<file path="src/rtl/lcs_pkg.sv">
// Shared types and constants of the Laplacian color sharpening pipeline.
// Depends on nothing; every other file refers to it by scoped names.
`default_nettype none

package lcs_pkg;

    localparam int PIX_W = 8;
    localparam int RGB_W = 24;
    localparam int COL_W = 11;
    localparam int ROW_W = 12;
    localparam int CFG_W = 12;
    localparam int STR_W = 4;
    localparam int IDX_W = 2;

    // Configuration register indexes.
    localparam logic [IDX_W-1:0] CFG_IDX_STRENGTH = 2'd0;
    localparam logic [IDX_W-1:0] CFG_IDX_WIDTH    = 2'd1;
    localparam logic [IDX_W-1:0] CFG_IDX_HEIGHT   = 2'd2;

    // Configuration values after reset.
    localparam logic [STR_W-1:0] STRENGTH_RST = 4'd1;
    localparam logic [CFG_W-1:0] WIDTH_RST    = 12'd640;
    localparam logic [CFG_W-1:0] HEIGHT_RST   = 12'd480;

    // Output queue geometry.
    localparam int OQ_DEPTH = 4;
    localparam int OQ_AW    = 2;
    localparam int OQ_CW    = 3;

    // Position and classification of one pixel.
    typedef struct packed {
        logic [COL_W-1:0] col;
        logic [ROW_W-1:0] row;
        logic             interior;
        logic             border;
    } t_pos;

    // One result word.
    typedef struct packed {
        logic [COL_W-1:0] col;
        logic [ROW_W-1:0] row;
        logic [PIX_W-1:0] red;
        logic [PIX_W-1:0] green;
        logic [PIX_W-1:0] blue;
        logic             last;
    } t_result;

    // Up to two result words caused by one pixel, sharpened word first.
    typedef struct packed {
        logic    int_en;
        logic    bord_en;
        t_result int_res;
        t_result bord_res;
    } t_pair;

endpackage

`default_nettype wire

</file>
<file path="src/rtl/lcs_pos.sv">
// Raster position tracker: column and row counters with frame wrap.
// Depends on lcs_pkg for widths and the position struct.
`default_nettype none

module lcs_pos #(
    parameter int MAX_WIDTH = 2048
) (
    input  wire logic                           i_clk,
    input  wire logic                           i_rst_n,
    input  wire logic                           i_accept,
    input  wire logic                           i_waiting,
    input  wire logic                           i_sof,
    input  wire logic                           i_cfg_wr,
    input  wire logic [lcs_pkg::CFG_W-1:0]      i_frame_width,
    input  wire logic [lcs_pkg::CFG_W-1:0]      i_frame_height,
    output logic                                o_hold,
    output lcs_pkg::t_pos                       o_pos,
    output logic [$clog2(MAX_WIDTH)-1:0]        o_addr
);

    localparam int AW   = $clog2(MAX_WIDTH);
    localparam int CW   = AW + 1;
    localparam int EW_W = (CW > lcs_pkg::CFG_W) ? CW : lcs_pkg::CFG_W;

    logic [CW-1:0]             r_col, n_col, rw_col, p_col, step_col, ew;
    logic [lcs_pkg::ROW_W-1:0] r_row, n_row, rw_row, p_row, step_row, eh;
    logic [EW_W-1:0]           fw_x, ew_x;
    logic                      r_rewrap, n_rewrap, do_rewrap, last_col, last_row;

    always_comb begin
        fw_x = EW_W'(i_frame_width);
        if (i_frame_width == '0) begin
            ew_x = EW_W'(1);
        end else if (fw_x > EW_W'(MAX_WIDTH)) begin
            ew_x = EW_W'(MAX_WIDTH);
        end else begin
            ew_x = fw_x;
        end
        ew = CW'(ew_x);
        eh = (i_frame_height == '0) ? lcs_pkg::ROW_W'(1) : i_frame_height;

        // Re-fit the held position after the frame size changed.
        rw_col = r_col;
        rw_row = r_row;
        if (r_col >= ew) begin
            rw_col = '0;
            rw_row = r_row + 1'b1;
        end
        if (rw_row >= eh) begin
            rw_row = '0;
        end

        p_col    = i_sof ? '0 : r_col;
        p_row    = i_sof ? '0 : r_row;
        last_col = (p_col == ew - 1'b1);
        last_row = (p_row == eh - 1'b1);

        if (last_col) begin
            step_col = '0;
            step_row = last_row ? '0 : p_row + 1'b1;
        end else begin
            step_col = p_col + 1'b1;
            step_row = p_row;
        end

        do_rewrap = r_rewrap & i_waiting & ~i_cfg_wr;

        if (i_accept) begin
            n_col = step_col;
            n_row = step_row;
        end else if (do_rewrap) begin
            n_col = rw_col;
            n_row = rw_row;
        end else begin
            n_col = r_col;
            n_row = r_row;
        end

        if (i_cfg_wr) begin
            n_rewrap = 1'b1;
        end else if (do_rewrap) begin
            n_rewrap = 1'b0;
        end else begin
            n_rewrap = r_rewrap;
        end
    end

    always_ff @(posedge i_clk) begin
        if (!i_rst_n) begin
            r_col    <= '0;
            r_row    <= '0;
            r_rewrap <= 1'b0;
        end else begin
            r_col    <= n_col;
            r_row    <= n_row;
            r_rewrap <= n_rewrap;
        end
    end

    assign o_hold         = r_rewrap;
    assign o_pos.col      = lcs_pkg::COL_W'(p_col);
    assign o_pos.row      = p_row;
    assign o_pos.interior = (p_col >= CW'(2)) && (p_row >= lcs_pkg::ROW_W'(2));
    assign o_pos.border   = (p_col == '0) || (p_row == '0) || last_col || last_row;
    assign o_addr         = p_col[AW-1:0];

endmodule

`default_nettype wire

</file>
<file path="config.mk">
export PLATFORM = sky130hd
export DESIGN_NAME = lcs_pos
export DESIGN_NICKNAME = d
export VERILOG_FILES = /design/src/rtl/lcs_pkg.sv /design/src/rtl/lcs_pos.sv
export SDC_FILE = /design/constraint.sdc
export NUM_CORES = 1
export LEC_CHECK = 0
export BUFFER_PORTS_ARGS = -buffer_cell sky130_fd_sc_hd__buf_2
export CAP_MARGIN = 30
export CORE_MARGIN = 5
export CORE_UTILIZATION = 50
export CTS_CLUSTER_SIZE = 28
export DETAILED_ROUTE_END_ITERATION = 10
export PLACE_DENSITY = 0.69
export REMOVE_ABC_BUFFERS = 1
export SYNTH_ARGS = -nofsm -noshare
export SYNTH_HDL_FRONTEND = slang
export SYNTH_SLANG_ARGS = --single-unit
</file>
<file path="constraint.sdc">
create_clock -name i_clk -period 8.2 [get_ports i_clk]
set_clock_uncertainty 0.15 [all_clocks]
set_input_delay 0.82 -clock i_clk [delete_from_list [all_inputs] [get_ports i_clk]]
set_output_delay 0.82 -clock i_clk [all_outputs]
set_load 0.01 [all_outputs]
</file>
==> metrics.md <==
| Metric | Value |
|---|---|
| Fill cell count | 718 |
| Critical path startpoint category | input pin |
| CTS H-tree depth | 1 |
| Setup TNS | 0 ps |
| Netlist cell types | 73 |
| Tcrit/Tclk final | 0.711 |
| Synthesized flop and latch total | 25 |
| Met3 Track Usage GR | 0.0481 |
| CP arrival | 5900 ps |
| Synth Warn # | 0 |
| Num CTS Buffers | 3 |
| GP Congestion | 0.932 |
| Synth area leaders | dfxtp_1 13%, ha_1 11%, xnor2_1 7.4% |
| Post-layout util | 0.561 |
| GRT Total Usage | 0.242 |
| Mapped Cells | 526 |
| Chip Width | 97.2 µm |
| I/O Pins | 67 |
| Post-CTS Resized | 0 |
| CP required | 8280 ps |
| Max-Cap Viols | 0 |
| DP Wirelength | between 9000 and 10000 µm |
| CP max-delay cell | or4_2 |
| VDD IR max | between 50 and 60 µV |
| Internal power | 0.197 mW |
| Total number of vias | 4166 |
| Vias per cell | 6.34 |
| Clock Tree Buf Depth | 2 |
| # nets final | 622 |
| Antenna-violating nets left | 0 |
| Area leader, netlist | dfxtp_1 |
| DRC viols | 0 |
| Levels on crit path | 23 |
| Hold buffer count at CTS | 0 |
| Switching part of the total power | 0.376 |
| Final Hold Vio Count | 0 |
| Post-CTS setup buffers | 0 |
| Slew HR | 0.387 |
| M1 GR Usage | 0.345 |
| Drt wl/cell | 18.2 µm |
| Top FF cell, synth | dfxtp_1 |
| Port bufs | 66 |
| Vert. Die Dim | 97.2 µm |
| Commonest non-fill, non-tap cell in the layout | buf_2 |
| Post-Syn Area | 3800 µm² |
| Run status | complete, no violations |
| Commonest cells after routing, fill and taps aside | 66 x buf_2, 43 x nand2_1, 34 x inv_1, 33 x ha_1, 32 x xnor2_1 |
| CTS tree | done |
| Max Fclk | around 0.17 GHz |
| Share of cells above drive strength 1 | 0.161 |
| Critical Path Sink Type | register |
| First-pass GRT wire length | 19500 µm |
| Post-Syn Area per Cell | 7.23 µm² |
| Pre-antenna DRT Iters | 5 |
| Most used routing layer | met2 |
| CTS sink cnt | 25 |
| N_diodes | 0 |
| Number of synthesized flops with an enable pin | 0 |
| Row count | 31 |
| Worst-margin pin slew | 920 ps |
| Antenna violations before repair | 0 |
| Most frequent CP cell | nor2_1 |
| Area share of the leading cell type in the synthesized netlist | 0.132 |
| Fin crit period | 5830 ps |
| Delay-heaviest family, CP | simple AND/OR/NAND/NOR gates |
| Register area share after synthesis | 0.132 |
| P_sw | between 0.1 and 0.15 mW |
| CP cell instances | buf_2 > or4_2 > nor4_1 > nor2_1 > nor2_1 > ha_1 > nand2b_1 > a21o_1 > a211o_1 > a211oi_1 > nor2_1 > nand3_1 > xnor2_1 > ha_1 > o21a_1 > o211ai_1 > nand2_1 > o2111ai_1 > and2_1 > nand2_1 > or3_1 > nand3_1 > o2bb2ai_1 |
| Area delta synth->final | 7.99% |
| Grt total ovfl | 0 |
| Min-Delay Path Class | reg2reg |
| Final instance area | about 4100 µm² |
| Leakage | 1.77 nW |
| DRT Wirelength | 11900 µm |
| Reg2Reg Depth | 19 |
| Placed Instance Area | roughly 4100 µm² |
| Vias in the first global route | 3943 |
| Setup violators final | 0 |
| Initial core utilization | 0.519 |
| Overall power | approximately 0.32 mW |
| Crit Path Category | in2reg |
| Root Driver | clkbuf_8 |
| Routing usage on met2 | 0.375 |
| CP Max Fanout | 12 |
| Worst-skew pair later-pin latency | 290 ps |
| Clk pwr share | 0.264 |
| Combinational cell fraction of total power | 0.329 |
| Ys async rst share | 0 |
| Largest net degree at the start of global routing | 27 |
| Reg-to-reg setup timing slack | between 3000 and 4000 ps |
| CP bufs+invs | 1 |
| P per Cell Area | 76.9 nW/µm² |
| Seq pwr share | 0.407 |
| Core footprint | 7330 µm² |
| Hold Path Depth | 2 |
| Die area | 9450 µm² |
| RSZ-0062 raised after global routing | false |
| Worst-path clk slew | ~110 ps |
| First DRT Iteration DRCs | 382 |
| CP max stage delay | 700 ps |
| Slew Viols, Final | 0 |
flip-flops by register name, indices dropped and copies added (netlist names):
register and count:
o_hold 1, r_col 12, r_row 12
worst reg2reg max path, delay by kind of cell (launching register included):
kind                       cells  cell delay (ps)
xor gates and xnor gates       1              180
buffers and inverters          1               80
and+or+nand+nor                8             1660
DFF                            1              470
AOI/OAI and AO/OA              7             1350
adders and majority gates      2              560
area by class of cell:
type	count	area, µm²	share of cell area
multi-input combinational	427	2970	0.722
sequential	25	500	0.122
timing repair buffer	67	338	0.0822
inverter	35	131	0.0320
tap	99	124	0.0301
clock buffer	3	41.3	0.0100
clock inverter	1	7.51	0.00183
power by group through the flow:
stage	clock network (mW)	registers (mW)	logic, mW
after floorplan	0	0.130	0.0635
after global routing	0.0883	0.129	0.115
after detailed placement	0	0.131	0.102
after CTS	0.0834	0.128	0.103
after global placement	0	0.131	0.100
final	0.0833	0.129	0.104
layer usage:
| layer | share of wire | vias to the layer above | wire length, µm |
|---|---|---|---|
| met3 | 0.087 | 18 | 1040 |
| met5 | 0 | - | 0 |
| met1 | 0.45 | 1943 | 5430 |
| met2 | 0.44 | 209 | 5280 |
| met4 | 0.016 | 0 | 188 |
| li1 | - | 1996 | - |
synthesized netlist by cell type, types with 4 or more instances:
library cell	instances
nor2b_1	15
inv_1	34
dfxtp_1	25
nor3_1	23
o21ai_0	21
nand2_1	43
a21o_1	4
o311a_1	4
buf_4	11
a21oi_1	29
and3_1	14
o211ai_1	9
nor2_1	25
nand3_1	22
a31oi_1	7
or4_1	4
a211oi_1	5
ha_1	33
nand4_1	12
a22oi_1	10
or3_1	9
xor2_1	11
o2111ai_1	5
nand2b_1	9
nor4_1	11
clkbuf_1	23
o22ai_1	7
xnor2_1	32
metrics by stage:
step / std cells / setup WS (ps) / hold slack [ps]
2_1_floorplan: 487 / 2810 / 327
3_3_place_gp: 653 / 2280 / 331
3_5_place_dp: 653 / 2120 / 339
4_1_cts: 657 / 2410 / 368
5_1_grt: 657 / 1960 / 419
6_report: 657 / 2370 / 361
kinds of logic after synthesis:
logic type	Yosys count	share of synthesized area
simple gates	218	0.325
mux	6	0.0178
buf+inv	74	0.0888
fa+ha+maj	33	0.109
compound gates	127	0.230
flops	25	0.132
xor+xnor	43	0.0990
path summary, 6_finish.rpt:
path | startpoint | end
max reg2reg | r_col[0] | r_row[11]
min | o_hold | o_hold
min reg2reg | o_hold | o_hold
max | i_frame_width[2] | r_row[11]
No activity file was read; power rests on OpenSTA's default activity.
