[src/rtl/lcs_pkg.sv]
// Shared types and constants of the Laplacian color sharpening pipeline.
// Depends on nothing; every other file refers to it by scoped names.
`default_nettype none

package lcs_pkg;

    localparam int PIX_W = 8;
    localparam int RGB_W = 24;
    localparam int COL_W = 11;
    localparam int ROW_W = 12;
    localparam int CFG_W = 12;
    localparam int STR_W = 4;
    localparam int IDX_W = 2;

    // Configuration register indexes.
    localparam logic [IDX_W-1:0] CFG_IDX_STRENGTH = 2'd0;
    localparam logic [IDX_W-1:0] CFG_IDX_WIDTH    = 2'd1;
    localparam logic [IDX_W-1:0] CFG_IDX_HEIGHT   = 2'd2;

    // Configuration values after reset.
    localparam logic [STR_W-1:0] STRENGTH_RST = 4'd1;
    localparam logic [CFG_W-1:0] WIDTH_RST    = 12'd640;
    localparam logic [CFG_W-1:0] HEIGHT_RST   = 12'd480;

    // Output queue geometry.
    localparam int OQ_DEPTH = 4;
    localparam int OQ_AW    = 2;
    localparam int OQ_CW    = 3;

    // Position and classification of one pixel.
    typedef struct packed {
        logic [COL_W-1:0] col;
        logic [ROW_W-1:0] row;
        logic             interior;
        logic             border;
    } t_pos;

    // One result word.
    typedef struct packed {
        logic [COL_W-1:0] col;
        logic [ROW_W-1:0] row;
        logic [PIX_W-1:0] red;
        logic [PIX_W-1:0] green;
        logic [PIX_W-1:0] blue;
        logic             last;
    } t_result;

    // Up to two result words caused by one pixel, sharpened word first.
    typedef struct packed {
        logic    int_en;
        logic    bord_en;
        t_result int_res;
        t_result bord_res;
    } t_pair;

endpackage

`default_nettype wire

[src/rtl/lcs_sharpen.sv]
// 3x3 window and three arithmetic stages: neighbor difference, strength
// product, then sum and clamp. Depends on lcs_pkg.
`default_nettype none

module lcs_sharpen (
    input  wire logic                          i_clk,
    input  wire logic                          i_rst_n,
    input  wire logic                          i_en,
    input  wire logic                          i_valid,
    input  lcs_pkg::t_pos                      i_pos,
    input  wire logic [lcs_pkg::RGB_W-1:0]     i_pix,
    input  wire logic [lcs_pkg::RGB_W-1:0]     i_above,
    input  wire logic [lcs_pkg::RGB_W-1:0]     i_two_above,
    input  wire logic [lcs_pkg::STR_W-1:0]     i_strength,
    output logic                               o_valid,
    output lcs_pkg::t_pair                     o_pair
);

    localparam int PW = lcs_pkg::PIX_W;

    logic [lcs_pkg::RGB_W-1:0] r_win_top [3];
    logic [lcs_pkg::RGB_W-1:0] r_win_mid [3];
    logic [lcs_pkg::RGB_W-1:0] r_win_bot [3];

    logic                      r_s2_v, r_s3_v, r_s4_v;
    lcs_pkg::t_pos             r_s2_pos, r_s3_pos, r_s4_pos;
    logic [lcs_pkg::RGB_W-1:0] r_s3_pix, r_s4_pix;
    logic signed [11:0]        r_s3_d [3];
    logic [PW-1:0]             r_s3_c [3];
    logic signed [15:0]        r_s4_prod [3];
    logic [PW-1:0]             r_s4_c [3];

    logic signed [11:0]        d [3];
    logic signed [15:0]        prod [3];
    logic [lcs_pkg::RGB_W-1:0] sharp;

    // Window columns shift left as each pixel arrives.
    always_ff @(posedge i_clk) begin
        if (!i_rst_n) begin
            for (int i = 0; i < 3; i++) begin
                r_win_top[i] <= '0;
                r_win_mid[i] <= '0;
                r_win_bot[i] <= '0;
            end
        end else if (i_en && i_valid) begin
            for (int i = 0; i < 2; i++) begin
                r_win_top[i] <= r_win_top[i+1];
                r_win_mid[i] <= r_win_mid[i+1];
                r_win_bot[i] <= r_win_bot[i+1];
            end
            r_win_top[2] <= i_two_above;
            r_win_mid[2] <= i_above;
            r_win_bot[2] <= i_pix;
        end
    end

    // Per channel: the centre shifted left by two bits, less the sum of its north, south, west and east neighbors.
    always_comb begin
        logic [PW-1:0] cen;
        logic [9:0]    nsum;
        cen  = '0;
        nsum = '0;
        for (int ch = 0; ch < 3; ch++) begin
            cen  = r_win_mid[1][ch*PW +: PW];
            nsum = 10'(r_win_top[1][ch*PW +: PW]) + 10'(r_win_bot[1][ch*PW +: PW])
                 + 10'(r_win_mid[0][ch*PW +: PW]) + 10'(r_win_mid[2][ch*PW +: PW]);
            d[ch] = $signed({2'b00, cen, 2'b00}) - $signed({2'b00, nsum});
        end
    end

    always_comb begin
        for (int ch = 0; ch < 3; ch++) begin
            prod[ch] = $signed({12'b0, i_strength}) * 16'(r_s3_d[ch]);
        end
    end

    // Centre plus strength times difference, clamped to the pixel range.
    always_comb begin
        logic signed [15:0] v;
        v = '0;
        for (int ch = 0; ch < 3; ch++) begin
            v = $signed({8'b0, r_s4_c[ch]}) + r_s4_prod[ch];
            if (v < 16'sd0) begin
                sharp[ch*PW +: PW] = '0;
            end else if (v > 16'sd255) begin
                sharp[ch*PW +: PW] = '1;
            end else begin
                sharp[ch*PW +: PW] = v[PW-1:0];
            end
        end
    end

    always_ff @(posedge i_clk) begin
        if (!i_rst_n) begin
            r_s2_v <= 1'b0;
            r_s3_v <= 1'b0;
            r_s4_v <= 1'b0;
        end else if (i_en) begin
            r_s2_v <= i_valid;
            r_s3_v <= r_s2_v;
            r_s4_v <= r_s3_v;
        end
    end

    always_ff @(posedge i_clk) begin
        if (i_en) begin
            r_s2_pos <= i_pos;
            r_s3_pos <= r_s2_pos;
            r_s3_pix <= r_win_bot[2];
            r_s4_pos <= r_s3_pos;
            r_s4_pix <= r_s3_pix;
            for (int ch = 0; ch < 3; ch++) begin
                r_s3_d[ch]    <= d[ch];
                r_s3_c[ch]    <= r_win_mid[1][ch*PW +: PW];
                r_s4_prod[ch] <= prod[ch];
                r_s4_c[ch]    <= r_s3_c[ch];
            end
        end
    end

    always_comb begin
        o_pair.int_en         = r_s4_pos.interior;
        o_pair.bord_en        = r_s4_pos.border;
        o_pair.int_res.col    = r_s4_pos.col - 1'b1;
        o_pair.int_res.row    = r_s4_pos.row - 1'b1;
        o_pair.int_res.red    = sharp[2*PW +: PW];
        o_pair.int_res.green  = sharp[PW +: PW];
        o_pair.int_res.blue   = sharp[0 +: PW];
        o_pair.int_res.last   = ~r_s4_pos.border;
        o_pair.bord_res.col   = r_s4_pos.col;
        o_pair.bord_res.row   = r_s4_pos.row;
        o_pair.bord_res.red   = r_s4_pix[2*PW +: PW];
        o_pair.bord_res.green = r_s4_pix[PW +: PW];
        o_pair.bord_res.blue  = r_s4_pix[0 +: PW];
        o_pair.bord_res.last  = 1'b1;
    end

    assign o_valid = r_s4_v;

endmodule

`default_nettype wire

[config.mk]
export PLATFORM = sky130hd
export DESIGN_NAME = lcs_sharpen
export DESIGN_NICKNAME = d
export VERILOG_FILES = /design/src/rtl/lcs_pkg.sv /design/src/rtl/lcs_sharpen.sv
export SDC_FILE = /design/constraint.sdc
export NUM_CORES = 1
export LEC_CHECK = 0
export ABC_AREA = 1
export ABC_CLOCK_PERIOD_IN_PS = 5900
export BUFFER_PORTS_ARGS = -buffer_cell sky130_fd_sc_hd__buf_2
export CORE_MARGIN = 2
export CORE_UTILIZATION = 55
export DETAILED_ROUTE_END_ITERATION = 8
export PLACE_DENSITY = 0.77
export SYNTH_ARGS = -nofsm -noshare
export SYNTH_HDL_FRONTEND = slang
export SYNTH_SLANG_ARGS = --single-unit
[constraint.sdc]
create_clock -name i_clk -period 5.9 [get_ports i_clk]
set_clock_uncertainty 0.15 [all_clocks]
set_input_delay 1.475 -clock i_clk [delete_from_list [all_inputs] [get_ports i_clk]]
set_output_delay 1.475 -clock i_clk [all_outputs]
set_load 0.02 [all_outputs]
==> qor.yml, run 1 <==
synthesis:
  async_flop_share_pct: 0
  seq_area_frac_synth_pct: 50.6
  mappedNetlistNets: 2840
  synth_top_area_share_pct: 50.3
  yosys.area.top_type: "edfxtp_1"
  synth_seq_cells: 423
  syn-instance-count: 2440
  ys.warnings.count: 0
  synth_flop_cell: "edfxtp_1"
  synth-edff-count: 420
  syn_area_um2: 25100
  synth.area.top_cells: "edfxtp_1, fa_1, inv_1, ha_1, nand2_1"
  ys_types: 41
  syn_area_per_cell_um2: 10.3
global_routing:
  grt_overflow: 0
  grt_pass1_wl_um: 75200
  grt_max_degree: 142
  grt_util_all_layers_pct: 19.4
  antenna_found_initial: 0
  grt_pass1_vias: 16000
sta:
  setup_viol: 0
  max_slew_margin_pct: 40.7
  worst_pin_slew_ns: 0.890
  hold_slack_ns: 0.267
  min_period_ns: 4.87
  max_clock_freq_mhz: 205
  fin_crit_sh_pct: 82.6
  rsz0062_at_grt: "false"
  drv_slew: 0
  finalSetupTns_ns: 0
  hold_viol_final: 0
final_layout:
  syn_to_final_growth_pct: 12.5
  drive_gt1_share_pct: 11.7
  mostFrequentLayoutCell: "inv_1"
  nFillCells: 3534
  final_cell_mix: "inv_1, edfxtp_1, nand2_1"
  final_net_count: 3060
drt:
  drt_pass1_iterations: 5
  routed_wl_um: 44700
  via_per_inst: 4.85
  dr_total_vias: 16000
  post_drt_wl_per_cell_um: 13.6
  ant_nets: 0
  drc: 0
  first_iter_violations: 922
placement:
  gp_congestion: 0.843
  dp_hpwl_um: 33300
  io_buffers: 202
floorplan:
  chipWidth_um: 217
  ioPinCount: 204
  die_h_um: 217
  num_rows: 78
  initial_utilization_pct: 55.4
  core_um2: 45200
  die-area_um2: 47300
status:
  outcome: "complete, no violations"
cts:
  h-tree-depth: 2
  cts_hold_buf: 0
  cts.clk_slew.worst_paths_ns: 0.06
  cts_tree: "done"
  cts_root_buffer: "clkbuf_16"
  post_cts_resized: 0
  numCtsBuffers: 42
  cts.sinks: 423
  insertion_delay_ns: 0.58
  post_cts_buffers: 0
  clockBufferDepth: 3
setup_path:
  start_kind: "input pin"
  critPathCaptureType: "register"
  cp.arrival_ns: 5.04
  worstPathMaxFanout: 19
  crit_required_ns: 6.07
  crit_type: "input pin to register"
power_and_ir_drop:
  p_leak_nw: 14.1
  ir_drop_uv: 274
  powerDensity_nw_per_um2: 477
job:
  maxCapViolCount: 0
hold_path:
  hp-class: "register to register"
==> final timing paths <==
kind / cells after the start / slack, ns / to / from
setup / recovery: 16 / 1.03 / r_s4_prod[0][13] / i_strength[2]
hold / removal: 0 / 0.27 / o_pair[33] / r_s3_pos[10]
setup reg to reg: 14 / 2.03 / r_s4_prod[0][29] / r_s3_d[0][16]
hold reg to reg: 0 / 0.27 / o_pair[33] / r_s3_pos[10]
==> cell usage after synthesis (2+ instances only) <==
library cell / number
a21boi_0: 3
a21boi_1: 3
a21o_1: 4
a21oi_1: 69
a221oi_1: 3
a31oi_1: 2
and2_1: 2
clkbuf_1: 34
dfxtp_1: 3
edfxtp_1: 420
fa_1: 141
ha_1: 154
inv_1: 658
nand2_1: 388
nand2_2: 6
nand3_1: 73
nand3_2: 9
nand3b_1: 4
nand4_1: 21
nor2_1: 258
nor2_2: 11
nor2_4: 3
nor3_1: 10
nor3_2: 2
nor3b_1: 2
o2111ai_1: 5
o211ai_1: 2
o21ai_0: 23
o21ai_1: 3
o21bai_1: 7
o221ai_1: 2
xnor2_1: 30
xnor2_2: 2
xor2_1: 76
==> stage by stage <==
stage	power, W	instance area, um2	setup slack (ns)	std cells	utilization [%]
3_3_place_gp	0.0106	26800	0.639	3216	59.3
3_5_place_dp	0.0108	26800	0.505	3216	59.3
6_report	0.0134	28200	1.03	3293	62.4
2_1_floorplan	0.00935	25100	0.141	2440	-
4_1_cts	0.0135	28200	1.12	3292	62.4
5_1_grt	0.0146	28200	0.795	3292	62.4
==> worst max-delay path: stages <==
cell      delay (ns)
buf_2           0.34
buf_4           0.31
nand2_1         0.07
inv_1           0.06
ha_1            0.22
fa_1            0.49
inv_1           0.05
fa_1            0.48
inv_1           0.05
ha_1            0.32
a21oi_1         0.17
a21boi_1        0.41
nor2_1          0.09
o21ai_1         0.23
o21bai_1        0.11
xor2_1          0.15
==> sequential cells by signal, summed over array words and instances (netlist names), 25 cells and up <==
| signal | count |
|---|---|
| r_s2_pos | 25 |
| r_s3_d | 33 |
| r_win_top | 48 |
| r_s4_prod | 48 |
| o_pair | 25 |
| r_s3_pos | 25 |
| r_win_mid | 72 |
| r_win_bot | 48 |
==> cells by family after synthesis <==
kind of cell	after synthesis	synth area share, %
flops	423	50.6
fa+ha+maj	295	19.0
simple gates	791	13.2
other cells	1	0.0150
xor+xnor	109	3.95
compound gates	127	2.91
buf+inv	694	10.4
==> power breakdown <==
part / switching [W] / internal, W / total [W]
registers: 0.000345 / 0.00411 / 0.00446
clock network: 0.00114 / 0.00154 / 0.00268
logic: 0.00384 / 0.00246 / 0.00630
total: 0.00533 / 0.00812 / 0.0134
==> area by class of cell <==
cell class | instances | area [um2] | area share, %
Sequential cell | 423 | 12700 | 45.0
Multi-Input combinational cell | 1323 | 9790 | 34.7
Inverter | 659 | 2470 | 8.77
Timing Repair Buffer | 211 | 1100 | 3.91
Clock buffer | 45 | 1060 | 3.77
Tap cell | 600 | 751 | 2.66
Clock inverter | 31 | 333 | 1.18
Antenna cell | 1 | 2.50 | 0.00888
==> metal layers <==
layer,vias to the layer above,wire length [um],global-route usage [%]
met5,-,0,0
met4,0,894,5.34
met3,71,2160,2.91
met2,359,20100,31.4
met1,7513,21500,27.6
li1,8012,-,-
(Power assumes the default switching activity.)
==> run 2, diff against run 1 <==
Settings changed: ABC_CLOCK_PERIOD_IN_PS 5900 to 4920, CORE_UTILIZATION 55 to 61, PLACE_DENSITY 0.77 to 0.81.
Clock period 5.9 ns to 4.92 ns, I/O delays scaled along.
==> run 2 against run 1 <==
Compared with the run above:
- global-route usage up 2.4 points
- die area down 9.7%
- sequential share of layout area down 0.090 points
- utilization up 7.1 points
- combinational power up 22%
- critical path type unchanged
==> qor.yml, run 2 (same netlist as run 1, synthesis figures left out) <==
power_and_ir_drop:
  sw_frac_of_total_pct: 39.7
  p_leak_nw: 14.1
  clkPwrFrac_pct: 20.0
  pwr-share-comb_pct: 47.2
  intPower_w: 0.00981
  finalPower_w: 0.0163
  powerDensity_nw_per_um2: 576
  p_sw_w: 0.00646
  ir_drop_uv: 351
  sequentialPowerShare_pct: 32.8
floorplan:
  ioPinCount: 204
  die_h_um: 207
  chipWidth_um: 207
  initial_utilization_pct: 61.6
  num_rows: 74
  core_um2: 40600
  die-area_um2: 42700
final_layout:
  largest_reg_flops: 72
  fin_area_um2: 28200
  top_register: "r_win_mid"
  final_cell_mix: "inv_1, edfxtp_1, nand2_1"
  mostFrequentLayoutCell: "inv_1"
  multi_input_area_um2: 9800
  nFillCells: 2914
  drive_gt1_share_pct: 11.8
  seq_area_um2: 12700
  final_net_count: 3069
  syn_to_final_growth_pct: 12.7
sta:
  setup_viol: 0
  hold_viol_final: 0
  min_period_ns: 4.46
  finalSetupTns_ns: 0
  drv_slew: 0
  max_clock_freq_mhz: 224
  max_slew_margin_pct: 43.2
  hold_slack_ns: 0.263
  worst_pin_slew_ns: 0.852
  rsz0062_at_grt: "false"
  fin_crit_sh_pct: 90.7
setup_path:
  crit_top_cell: "inv_1"
  crit_type: "input pin to register"
  crit_start: "i_strength[3]"
  cpPeakStageDelay_ns: 0.48
  worstReg2RegStart: "r_s3_d[0][27]"
  crit_required_ns: 5.09
  crit_slowest_cell: "fa_1"
  worstPathMaxFanout: 18
  cp_cell_sequence: "buf_2 -> buf_4 -> nand2_1 -> inv_1 -> ha_1 -> fa_1 -> inv_1 -> fa_1 -> inv_1 -> ha_1 -> a21oi_1 -> a21boi_0 -> o21ai_0 -> a21oi_1 -> xnor2_1"
  cp.arrival_ns: 4.63
  start_kind: "input pin"
  critPathCaptureType: "register"
  crit_family: "adder cells"
  cp_num_buf_inv: 5
drt:
  dr_total_vias: 16100
  via_per_inst: 4.97
  routed_wl_um: 45600
  first_iter_violations: 976
  ant_nets: 0
  drt_pass1_iterations: 4
  drc: 0
  post_drt_wl_per_cell_um: 14.1
cts:
  numCtsBuffers: 45
  cts.sinks: 423
  cts.clk_slew.worst_paths_ns: 0.06
  cts_tree: "done"
  clockBufferDepth: 3
  insertion_delay_ns: 0.58
  post_cts_resized: 0
  cts_hold_buf: 0
  post_cts_buffers: 0
  h-tree-depth: 2
  cts_root_buffer: "clkbuf_16"
placement:
  place_area_um2: 26800
  dp_hpwl_um: 33600
  io_buffers: 202
  gp_congestion: 0.877
hold_path:
  hp-class: "register to register"
  worstHoldStart: "r_s3_pix[4]"
global_routing:
  grt_pass1_vias: 15900
  grt_pass1_wl_um: 75000
  grt_util_all_layers_pct: 21.8
  grt_overflow: 0
  grt_max_degree: 146
  antenna_found_initial: 1
job:
  maxCapViolCount: 0
status:
  outcome: "complete, no violations"
## run 2: cell types whose count changed in the layout (fill, tap and decap cells not counted), moves of 2 or more
cell and change:
buf_12 +5, bufinv_16 -2, clkbuf_1 +2, clkbuf_16 +3, clkinv_1 +4, clkinv_2 -2
## run 2: layout make-up
class                      instances  area share, %
sequential                       423           44.9
multi-input combinational       1323           34.7
inverter                         659           8.76
timing repair buffer             217           4.28
clock buffer                      50           4.05
tap                              532           2.36
clock inverter                    31          0.975
antenna                            1        0.00886
## run 2: metal layers
metal / vias to the layer above / global-route usage, % / part of all wire, %
met2: 429 / 35.6 / 47
met1: 7562 / 30.3 / 45
li1: 8026 / - / -
met3: 80 / 3.67 / 6.2
met5: - / 0 / 0
met4: 0 / 6.71 / 2.3
## run 2: worst paths after layout
path / slack, ns / end / cells past startpoint
min: 0.26 / r_s4_pix[4] / 0
min reg2reg: 0.26 / r_s4_pix[4] / 0
max reg2reg: 1.08 / r_s4_prod[0][44] / 14
max: 0.46 / r_s4_prod[0][12] / 15
## run 2: metrics by stage
step	setup slack [ns]	util, %	instances
6_report	0.459	69.5	3236
4_1_cts	0.530	69.5	3235
2_1_floorplan	0.149	-	2440
3_3_place_gp	0.129	66.0	3154
5_1_grt	0.346	69.5	3236
3_5_place_dp	-0.0737	66.0	3154
## run 2: power by group through the flow
| stage | combinational [W] | sequential [W] | clock, W |
|---|---|---|---|
| global route | 0.00883 | 0.00540 | 0.00345 |
| detailed placement | 0.00764 | 0.00540 | 0 |
| floorplan | 0.00592 | 0.00529 | 0 |
| global placement | 0.00737 | 0.00539 | 0 |
| finish | 0.00768 | 0.00534 | 0.00325 |
| CTS | 0.00771 | 0.00533 | 0.00333 |
