### config.mk
export PLATFORM = sky130hd
export DESIGN_NAME = lcs_outq
export DESIGN_NICKNAME = d
export VERILOG_FILES = /design/src/rtl/lcs_pkg.sv /design/src/rtl/lcs_outq.sv
export SDC_FILE = /design/constraint.sdc
export NUM_CORES = 1
export LEC_CHECK = 0
export BUFFER_PORTS_ARGS = -buffer_cell sky130_fd_sc_hd__buf_2
export CAP_MARGIN = 20
export CORE_ASPECT_RATIO = 1.5
export CORE_MARGIN = 5
export CORE_UTILIZATION = 35
export CTS_CLUSTER_DIAMETER = 150
export DETAILED_ROUTE_END_ITERATION = 8
export HOLD_SLACK_MARGIN = 0.15
export PLACE_DENSITY_LB_ADDON = 0.3
export SYNTH_ARGS = -nofsm -noshare
export SYNTH_HDL_FRONTEND = slang
export SYNTH_SLANG_ARGS = --single-unit
### constraint.sdc
create_clock -name i_clk -period 9.4 [get_ports i_clk]
set_input_delay 0.47 -clock i_clk [delete_from_list [all_inputs] [get_ports i_clk]]
set_output_delay 0.47 -clock i_clk [all_outputs]
set_load 0.005 [all_outputs]
### src/rtl/lcs_pkg.sv
// Shared types and constants of the Laplacian color sharpening pipeline.
// Depends on nothing; every other file refers to it by scoped names.
`default_nettype none

package lcs_pkg;

    localparam int PIX_W = 8;
    localparam int RGB_W = 24;
    localparam int COL_W = 11;
    localparam int ROW_W = 12;
    localparam int CFG_W = 12;
    localparam int STR_W = 4;
    localparam int IDX_W = 2;

    // Configuration register indexes.
    localparam logic [IDX_W-1:0] CFG_IDX_STRENGTH = 2'd0;
    localparam logic [IDX_W-1:0] CFG_IDX_WIDTH    = 2'd1;
    localparam logic [IDX_W-1:0] CFG_IDX_HEIGHT   = 2'd2;

    // Configuration values after reset.
    localparam logic [STR_W-1:0] STRENGTH_RST = 4'd1;
    localparam logic [CFG_W-1:0] WIDTH_RST    = 12'd640;
    localparam logic [CFG_W-1:0] HEIGHT_RST   = 12'd480;

    // Output queue geometry.
    localparam int OQ_DEPTH = 4;
    localparam int OQ_AW    = 2;
    localparam int OQ_CW    = 3;

    // Position and classification of one pixel.
    typedef struct packed {
        logic [COL_W-1:0] col;
        logic [ROW_W-1:0] row;
        logic             interior;
        logic             border;
    } t_pos;

    // One result word.
    typedef struct packed {
        logic [COL_W-1:0] col;
        logic [ROW_W-1:0] row;
        logic [PIX_W-1:0] red;
        logic [PIX_W-1:0] green;
        logic [PIX_W-1:0] blue;
        logic             last;
    } t_result;

    // Up to two result words caused by one pixel, sharpened word first.
    typedef struct packed {
        logic    int_en;
        logic    bord_en;
        t_result int_res;
        t_result bord_res;
    } t_pair;

endpackage

`default_nettype wire

### src/rtl/lcs_outq.sv
// Small output queue that takes up to two result words per cycle and
// hands out one while i_ready is high. Depends on lcs_pkg for the result types and depth.
`default_nettype none

module lcs_outq (
    input  wire logic        i_clk,
    input  wire logic        i_rst_n,
    input  wire logic        i_push,
    input  lcs_pkg::t_pair   i_pair,
    output logic             o_room,
    output logic             o_valid,
    output lcs_pkg::t_result o_res,
    input  wire logic        i_ready
);

    lcs_pkg::t_result             r_q [lcs_pkg::OQ_DEPTH];
    logic [lcs_pkg::OQ_AW-1:0]    r_wp, r_rp, bord_wp;
    logic [lcs_pkg::OQ_CW-1:0]    r_cnt, push_n;
    logic                         pop;

    always_comb begin
        push_n  = i_push ? lcs_pkg::OQ_CW'(i_pair.int_en) + lcs_pkg::OQ_CW'(i_pair.bord_en)
                         : '0;
        bord_wp = r_wp + lcs_pkg::OQ_AW'(i_pair.int_en);
        pop     = o_valid & i_ready;
    end

    always_ff @(posedge i_clk) begin
        if (i_push) begin
            if (i_pair.int_en) begin
                r_q[r_wp] <= i_pair.int_res;
            end
            if (i_pair.bord_en) begin
                r_q[bord_wp] <= i_pair.bord_res;
            end
        end
    end

    always_ff @(posedge i_clk) begin
        if (!i_rst_n) begin
            r_wp  <= '0;
            r_rp  <= '0;
            r_cnt <= '0;
        end else begin
            r_wp  <= r_wp + lcs_pkg::OQ_AW'(push_n);
            r_rp  <= r_rp + lcs_pkg::OQ_AW'(pop);
            r_cnt <= r_cnt + push_n - lcs_pkg::OQ_CW'(pop);
        end
    end

    // Room for a full pair is required before a valid last stage may advance.
    assign o_room  = (r_cnt <= lcs_pkg::OQ_CW'(lcs_pkg::OQ_DEPTH - 2));
    assign o_valid = (r_cnt != '0);
    assign o_res   = r_q[r_rp];

endmodule

`default_nettype wire

==> summary.txt, run 1 <==
Synth
  • Post-synth EDFFs: 192
  • Synth cell types: 30
  • Syn Std Cell Area: 9750 sq um
  • #FFs+latches synth: 199
  • Cell count after synthesis: 518
  • Synth Area per Inst: 18.8 sq um
  • Prevailing post-synth register cell: edfxtp_1
  • Syn Nets: 626
  • Sequential-to-total area share from yosys stat: 60.6%
  • Yosys warns: 0
  • Ys async rst share: 0%

Floorplan
  • Row Count: 74
  • Die Wd: 146 microns
  • Initial Utilization: 35.6%
  • # IOs: 152
  • Die Ht: 214 microns
  • Die area: 31,400 sq um
  • CORE AREA: 27,400 sq um

Timing
  • Tmin final: 2.92 ns
  • Worst clock skew: 0.0106 ns
  • Final number of setup-violating endpoints: 0
  • Setup TNS: 0 ns
  • Slew Limit Fails: 0
  • Highest clock rate: 342 MHz
  • Fin. Hold Viols: 0
  • Post-route clock period utilization: 31.1%
  • Worst Slack Setup Final: 6.48 ns
  • Rel. slew slack: 39.0%
  • RSZ-0062 raised after global routing: no
  • Worst slew pin tran: 0.915 ns

Placed design
  • Placed Cells: 989
  • Port Buf Inserts: 151
  • GPL Wtd Cong: 0.761
  • Pre-CTS WS: 6.21 ns
  • Final HPWL DP: 15.4 mm

Power
  • Sw Pwr: 632 uW
  • Max IR drop VDD: 0.000148 V
  • Logic pwr share: 23.8%
  • Internal power: 1.77 mW
  • Total power draw: 2.40 mW
  • Switching Share: 26.3%
  • Pwr Density: 210 nW/um^2
  • Seq pwr share: 45.6%
  • Clock power frac: 30.5%
  • LEAKAGE: 3.88 nW

CTS
  • CTS sink cnt: 199
  • Cts repair resizes: 0
  • Hold buffers post-CTS: 0
  • Post-CTS setup buffers: 0
  • Clock Path Buffers: 2
  • Clock root buffer: clkbuf_16
  • H-tree levels: 4
  • CTS tree: built
  • Clock-pin slew on the worst setup and hold paths: 0.07 ns
  • CTS buffer count: 17
  • Clk_lat worst skew: 0.44 ns

Final layout
  • Fin util: 41.8%
  • P&R area growth vs syn: 17.6%
  • FILL cells: 2,509
  • Non-Filler Instances: 1,025
  • Fin nets: 774
  • Share of layout cells above drive strength 1: 63.3%

Detailed routing
  • Vias per std cell: 5.28
  • WL final: 23.8 mm
  • Avg WL per Cell: 23.3 microns
  • Routed vias: 5,408
  • 1st-pass router iterations: 4
  • Final ANT Viol Nets: 0
  • Iter 0 DRT Violations: 304
  • DR DRC count: 0

Critical path
  • CP required: 9.58 ns
  • Startpoint types: register
  • CP arrival: 3.10 ns
  • CP max FO: 27
  • CP Class: reg2reg
  • Critical path endpoint category: register

Job
  • Max-cap violations: 0

Hold path
  • Hold Crit Class: in2reg

Global route
  • Vias in the first global route: 6,187
  • Grt ovf: 0
  • Pin count of the biggest net entering global routing: 49
  • Antenna violations before repair: 8
  • Total global-route track usage: 15.3%
  • First-pass GRT wire length: 36.4 mm

Outcome
  • Outcome: finished, final reports clean
cells in the final DEF (no fill, tap or decap), types with 5 or more instances in the layout:
cell	count
edfxtp_1	192
buf_2	151
mux2_1	11
mux2_2	181
dfxtp_1	5
mux4_2	48
and2_1	7
inv_1	5
buf_4	9
xnor2_1	5
clkbuf_16	17
ha_1	5
routing by layer:
layer | routed length, microns | part of all wire, % | track usage (%) | vias up
met5 | 35 | 0.15 | 0 | -
li1 | - | - | - | 2413
met1 | 8880 | 37 | 16.8 | 2793
met4 | 583 | 2.4 | 5.62 | 8
met2 | 12900 | 54 | 27.8 | 149
met3 | 1480 | 6.2 | 4.69 | 45
power by group through the flow:
stage | clock, mW | combinational [mW] | sequential [mW]
after floorplan | 0 | 0.379 | 1.08
after global placement | 0 | 0.523 | 1.15
after detailed placement | 0 | 0.589 | 1.12
after CTS | 0.751 | 0.590 | 1.10
after global routing | 0.790 | 0.617 | 1.10
final | 0.734 | 0.573 | 1.10
worst max-delay path, cell delays in order, from the launching register on:
cell,delay [ns]
dfxtp_1,0.37
ha_1,0.42
nand3_1,0.28
nor2_4,0.67
buf_4,0.50
mux2_2,0.40
synth_stat cells, types with 5 or more instances:
library cell / number / area (sq um)
and2_1: 7 / 43.8
dfxtp_1: 7 / 140
buf_2: 13 / 65.1
edfxtp_1: 192 / 5770
xnor2_1: 5 / 43.8
buf_4: 6 / 45.0
mux2_2: 181 / 2040
buf_6: 9 / 101
inv_1: 5 / 18.8
mux4_2: 48 / 1080
mux2_1: 11 / 124
ha_1: 5 / 62.6
logic make-up after synthesis:
group                      count (synthesis)  share of synthesized area (%)
buffers and inverters                     38                           2.55
muxes                                    240                           33.3
AOI/OAI and AO/OA                          7                          0.565
DFF                                      199                           60.6
xor gates and xnor gates                   8                          0.873
adders and majority gates                  6                          0.847
and+or+nand+nor                           20                           1.31
area by class of cell:
| cell class | count | area, sq um | share of cell area (%) |
|---|---|---|---|
| diodes | 4 | 10.0 | 0.0873 |
| clock buffers | 18 | 429 | 3.74 |
| clock inverters | 14 | 158 | 1.37 |
| inverters | 5 | 18.8 | 0.164 |
| multi-input cells | 281 | 3630 | 31.7 |
| flip-flops and latches | 199 | 5910 | 51.5 |
| well taps | 342 | 428 | 3.73 |
| repair buffers | 162 | 878 | 7.66 |
final timing paths:
path,from,endpoint,slack [ns],cells past startpoint
worst min register to register,r_cnt[2],r_cnt[2],0.66,2
worst min-delay path,i_rst_n,r_cnt[1],0.32,2
worst max-delay path,r_wp[0],r_q[3][19],6.48,5
worst max register to register,r_wp[0],r_q[3][19],6.48,5
stage by stage:
stage                     area [sq um]  hold slack [ns]
after global routing             11500            0.316
final                            11500            0.317
after floorplan                   9750            0.583
after CTS                        11500            0.287
after global placement           10800            0.601
after detailed placement         10900            0.635
state kept, by name, summed over array words and instances (netlist names):
name	count
r_q	192
r_cnt	3
r_wp	2
r_rp	2
(Power assumes the default switching activity.)
==> inputs of run 2 (changes only) <==
- clock period: 9.4 -> 2.41 ns (I/O delays scaled with it)
==> run 2 against run 1 <==
Setup slack got worse by 6.3 ns. Final cell count increased by 10%. Critical path depth unchanged. Via count rose by 6.5%. Count of clock-buffer cells in the layout unchanged. Combinational power grew to 4.4 times the previous value. Non-clock buffer count up 108. Wire length grew 2.7%. First-iteration DRC count is 22% lower. Register-to-register slack lost 6.3 ns. Core utilization is 4.3 points higher. Sequential power grew to 3.8 times the previous value. Critical path type unchanged. Largest power group unchanged. Highest routed layer is now met4.
==> summary.txt, run 2 (synthesis results as in run 1) <==
Detailed routing
  • DR DRC count: 0
  • Top Layer Used: met4
  • Routed vias: 5,762
  • Vias per std cell: 5.09
  • Avg WL per Cell: 21.7 microns
  • WL met3: 1.05 mm
  • Iter 0 DRT Violations: 237
  • Met1 wire length: 9.23 mm
  • Wire length on met2: 13.7 mm
  • WL final: 24.5 mm
  • 1st-pass router iterations: 5
  • Final ANT Viol Nets: 0

Floorplan
  • Die Ht: 214 microns
  • # IOs: 152
  • Row Count: 74
  • Die Wd: 146 microns
  • Die area: 31,400 sq um
  • Initial Utilization: 35.6%
  • CORE AREA: 27,400 sq um

Critical path
  • CP Class: reg2reg
  • Slowest-stage cell, CP: ha_1
  • CP required: 2.60 ns
  • Critical path cell sequence: ha_1 -> nand3_1 -> nor2_4 -> buf_12 -> mux2_2
  • Delay of the slowest critical-path stage: 0.43 ns
  • CP arrival: 2.46 ns
  • Critical path endpoint category: register
  • Startpoint types: register
  • CP max FO: 32

CTS
  • Clock-pin slew on the worst setup and hold paths: 0.07 ns
  • Clk_lat worst skew: 0.44 ns
  • CTS tree: built
  • H-tree levels: 4
  • Clock root buffer: clkbuf_16
  • CTS sink cnt: 199
  • Cts repair resizes: 0
  • Clock Path Buffers: 2
  • CTS buffer count: 17

Global route
  • Grt ovf: 0
  • Antenna violations before repair: 1
  • First-pass GRT wire length: 37.9 mm
  • Vias in the first global route: 6,630
  • Pin count of the biggest net entering global routing: 33
  • Total global-route track usage: 16.0%

Job
  • Max-cap violations: 0

Power
  • Logic pwr share: 26.7%
  • Internal power: 6.88 mW
  • Max IR drop VDD: 0.000514 V
  • Clock power frac: 28.9%
  • Total power draw: 9.42 mW
  • Sw Pwr: 2.53 mW
  • Pwr Density: 744 nW/um^2
  • Switching Share: 26.9%
  • Seq pwr share: 44.4%
  • LEAKAGE: 4.38 nW

Timing
  • Final hold slack: 0.248 ns
  • RSZ-0062 raised after global routing: no
  • Final number of setup-violating endpoints: 0
  • Post-route clock period utilization: 94.1%
  • Tmin final: 2.27 ns
  • Worst clock skew: 0.0116 ns
  • Slew Limit Fails: 0
  • Rel. slew slack: 66.1%
  • Fin. Hold Viols: 0
  • Worst slew pin tran: 0.508 ns
  • Highest clock rate: 441 MHz
  • Setup TNS: 0 ns

Placed design
  • GPL Wtd Cong: 0.753
  • Final HPWL DP: 15.7 mm
  • Port Buf Inserts: 151

Final layout
  • Commonest non-fill, non-tap cell in the layout: edfxtp_1
  • Commonest non-fill, non-tap cells in the layout: edfxtp_1, mux2_2, buf_2
  • Reg with most FFs: r_q
  • Max FFs per register: 192
  • Share of layout cells above drive strength 1: 56.0%
  • Fin nets: 882
  • Top flop regs: r_q (192), r_cnt (3)
  • P&R area growth vs syn: 29.8%

Outcome
  • Outcome: finished, final reports clean

Hold path
  • Hold Crit Class: in2reg
run 2: path summary, 6_finish.rpt:
kind,start,slack (ns),cells past startpoint,end
worst max-delay path,r_wp[0],0.14,5,r_q[1][39]
worst min-delay path,i_push,0.25,4,r_wp[1]
worst max register to register,r_wp[0],0.14,5,r_q[1][39]
worst min register to register,r_cnt[2],0.70,2,r_cnt[2]
run 2: layout make-up:
cell class,instances,area (sq um)
repair buffers,270,2110
flip-flops and latches,199,5910
diodes,2,5.00
clock buffers,18,429
well taps,342,428
inverters,5,18.8
clock inverters,14,124
multi-input cells,281,3630
fillers,2391,14800
run 2: metrics by stage:
stage	instances	util (%)	instance area (sq um)	setup WS, ns
detailed placement	999	40.6	11100	0.143
CTS	1129	46.2	12700	0.138
global route	1130	46.2	12700	0.0543
finish	1131	46.2	12700	0.142
global placement	999	40.6	11100	0.213
floorplan	518	-	9760	-0.229
run 2: worst max-delay path, delay by kind of cell (launching register included):
family | cells | cell delay (ns)
DFF | 1 | 0.38
muxes | 1 | 0.37
buffers and inverters | 1 | 0.28
and+or+nand+nor | 2 | 0.54
adders and majority gates | 1 | 0.43
run 2: what timing repair did:
| action | in CTS | in global routing |
|---|---|---|
| endpoints found under the hold margin | 199 | 0 |
| hold buffers | 98 | 0 |
| setup buffers | 0 | 0 |
run 2: layer usage:
metal / up-vias / global-route usage (%)
met5: - / 0
met4: 0 / 5.43
met3: 27 / 3.89
met2: 135 / 29.9
met1: 2963 / 17.7
li1: 2637 / -
run 2: power groups by stage:
stage               combinational, mW  clock [mW]  sequential (mW)
detailed placement               2.45           0             4.26
finish                           2.51        2.72             4.18
floorplan                        1.48           0             4.22
global placement                 2.39           0             4.24
CTS                              2.58        2.78             4.19
global route                     2.71        2.90             4.20
==> inputs of run 3 (changes only) <==
- ABC_AREA: not set -> 1
==> run 3 against run 2 <==
Total power grew 0.42%. Final area shrank 1.5%. Synthesized cell count grew 94%. First-iteration DRC count grew 83%. Critical path depth grew 2. Core utilization shrank 0.39 points. Combinational power is essentially flat. Largest power group unchanged. Critical endpoint is now r_q[1][8]. Critical path type unchanged. Clock skew shrank 0.0031 ns.
==> summary.txt, run 3 <==
Critical path
  • Slowest-stage cell, CP: dlygate4sd3_1
  • R2r worst-path depth: 7
  • Worst R2R Start: r_wp[0]
  • CP max FO: 26
  • Worst Path Buf+Inv: 2
  • Crit-path leading delay family: buffers and inverters
  • Delay of the slowest critical-path stage: 0.59 ns
  • CP required: 2.60 ns
  • Critical path cell sequence: ha_1 -> inv_1 -> nor2_2 -> nand2_4 -> nand2_1 -> o21ai_0 -> dlygate4sd3_1
  • Critical path depth: 7
  • CP Class: reg2reg
  • Critical path endpoint category: register
  • Reg-to-reg slack, setup: 0.15 ns
  • Worst R2R End: r_q[1][8]
  • Startpoint types: register
  • CP arrival: 2.44 ns

Detailed routing
  • 1st-pass router iterations: 5
  • DR DRC count: 0
  • Vias per std cell: 5.01
  • WL final: 27.2 mm
  • Avg WL per Cell: 17.1 microns
  • Iter 0 DRT Violations: 433
  • Routed vias: 7,946
  • Final ANT Viol Nets: 0

Synth
  • Prevailing post-synth register cell: edfxtp_1
  • Synth cell types: 25
  • Biggest area consumer among synthesized cells: edfxtp_1
  • Yosys warns: 0
  • Post-synth EDFFs: 192
  • Top cells by count, synth: o21ai_0, nand2_1, edfxtp_1
  • Largest cells by area after synthesis: edfxtp_1, o21ai_0, nand2_1
  • Most common cell in the netlist: o21ai_0
  • Cell count after synthesis: 1,004
  • Syn Std Cell Area: 9650 sq um
  • Ys async rst share: 0%
  • Post-synth top area share: 59.8%
  • Synth Area per Inst: 9.61 sq um
  • Sequential-to-total area share from yosys stat: 61.2%
  • #FFs+latches synth: 199
  • Syn Nets: 1,112

CTS
  • Post-CTS setup buffers: 0
  • Clock-pin slew on the worst setup and hold paths: 0.07 ns
  • CTS tree: built
  • Clock root buffer: clkbuf_16
  • Clk_lat worst skew: 0.44 ns
  • CTS sink cnt: 199
  • H-tree levels: 4
  • CTS buffer count: 17
  • Clock Path Buffers: 2

Timing
  • Post-route clock period utilization: 93.7%
  • Setup TNS: 0 ns
  • Worst slew pin tran: 0.967 ns
  • Rel. slew slack: 35.5%
  • Slew Limit Fails: 0
  • Final number of setup-violating endpoints: 0
  • Worst clock skew: 0.00852 ns
  • Highest clock rate: 443 MHz
  • Fin. Hold Viols: 0
  • RSZ-0062 raised after global routing: no
  • Worst Slack Setup Final: 0.152 ns
  • Tmin final: 2.26 ns

Final layout
  • Antenna cell count: 0
  • P&R area growth vs syn: 29.2%
  • Reg with most FFs: r_q
  • Max FFs per register: 192
  • Top flop regs: r_q (192), r_cnt (3)
  • Share of layout cells above drive strength 1: 17.5%
  • Non-Filler Instances: 1,587
  • Commonest non-fill, non-tap cells in the layout: o21ai_0, nand2_1, edfxtp_1
  • Commonest non-fill, non-tap cell in the layout: o21ai_0
  • Fin util: 45.8%
  • Fin nets: 1,340

Global route
  • First-pass GRT wire length: 42.7 mm
  • Antenna violations before repair: 0
  • Total global-route track usage: 17.5%
  • Grt ovf: 0
  • Vias in the first global route: 8,084
  • Pin count of the biggest net entering global routing: 99

Placed design
  • Final HPWL DP: 16.5 mm
  • Placed Cells: 1,452
  • Pre-CTS WS: 0.247 ns
  • GPL Wtd Cong: 0.827
  • Port Buf Inserts: 151

Outcome
  • Outcome: finished, final reports clean

Floorplan
  • Initial Utilization: 35.4%
  • Die Ht: 213 microns
  • Row Count: 74
  • Die area: 31,100 sq um
  • CORE AREA: 27,200 sq um
  • Die Wd: 146 microns
  • # IOs: 152

Hold path
  • Hold Crit Class: in2reg
  • Hold_sp: i_push
  • Hold worst-path end: r_wp[1]
  • Hold depth: 5

Power
  • Pwr Density: 759 nW/um^2
  • Internal power: 6.58 mW
  • Sw Pwr: 2.88 mW
  • Max IR drop VDD: 0.000509 V
  • Seq pwr share: 44.1%
  • Logic pwr share: 26.5%
  • Clock power frac: 29.4%
  • Switching Share: 30.4%
  • LEAKAGE: 5.15 nW

Job
  • Max-cap violations: 0
[run 3: cell count changes in the layout (fill, tap and decap cells not counted), moves of 54 or more]
cell | before | now
nand2_1 | 4 | 208
mux2_2 | 181 | 0
inv_1 | 5 | 59
nor2_1 | 0 | 102
o21ai_0 | 0 | 227
o21ai_1 | 0 | 62
[run 3: power by group through the flow]
stage	clock network [mW]	logic, mW	registers (mW)
2_1_floorplan	0	1.33	4.23
3_3_place_gp	0	2.38	4.24
3_5_place_dp	0	2.40	4.24
4_1_cts	2.84	2.55	4.17
5_1_grt	2.96	2.81	4.19
6_report	2.78	2.51	4.17
[run 3: layout make-up]
cell class | instances | area (sq um)
fill | 2587 | 14800
sequential | 199 | 5910
multi-input combinational | 673 | 3200
timing repair buffer | 280 | 2130
clock buffer | 19 | 433
tap | 342 | 428
inverter | 61 | 230
clock inverter | 13 | 130
[run 3: kinds of logic (layout without fill, tap and decap cells)]
group | after synthesis | in the layout | share of synthesized area (%)
buf+inv | 132 | 373 | 6.50
compound gates | 343 | 343 | 18.5
xor+xnor | 4 | 4 | 0.363
flops | 199 | 199 | 61.2
simple gates | 320 | 320 | 12.6
fa+ha+maj | 6 | 6 | 0.856
[run 3: routing by layer]
metal	routed length [microns]	part of all wire, %	global-route usage, %
met2	14400	53	32.5
met3	999	3.7	2.75
met5	0	0	0
met4	770	2.8	7.47
met1	10900	40	20.0
[run 3: repair_timing]
action	CTS	global route
endpoints found under the hold margin	199	0
gates resized for setup	0	2
setup endpoints to repair	0	5
hold buffers	103	0
[run 3: tightest hold or removal path, cell delays in order]
cell	delay [ns]
buf_2	0.13
nand2_1	0.09
inv_1	0.06
o21ai_0	0.08
nor2_1	0.08
[run 3: worst max-delay path by stage]
stage / start / slack [ns] / end
after floorplan: r_wp[1] / -0.76 / r_q[1][0]
after global placement: r_wp[0] / 0.26 / r_q[3][14]
after detailed placement: r_wp[0] / 0.25 / r_q[1][10]
after CTS: r_wp[0] / 0.08 / r_q[1][4]
after global routing: r_wp[0] / 0.003 / r_q[1][8]
final: r_wp[0] / 0.15 / r_q[1][8]
[run 3: per-stage QoR]
| step | instance area (sq um) | hold WS [ns] | total power, mW |
|---|---|---|---|
| 6_report | 12500 | 0.182 | 9.46 |
| 5_1_grt | 12500 | 0.239 | 9.96 |
| 4_1_cts | 12500 | 0.154 | 9.55 |
| 3_5_place_dp | 10900 | 0.417 | 6.65 |
| 3_3_place_gp | 10900 | 0.412 | 6.62 |
| 2_1_floorplan | 9660 | 0.214 | 5.56 |
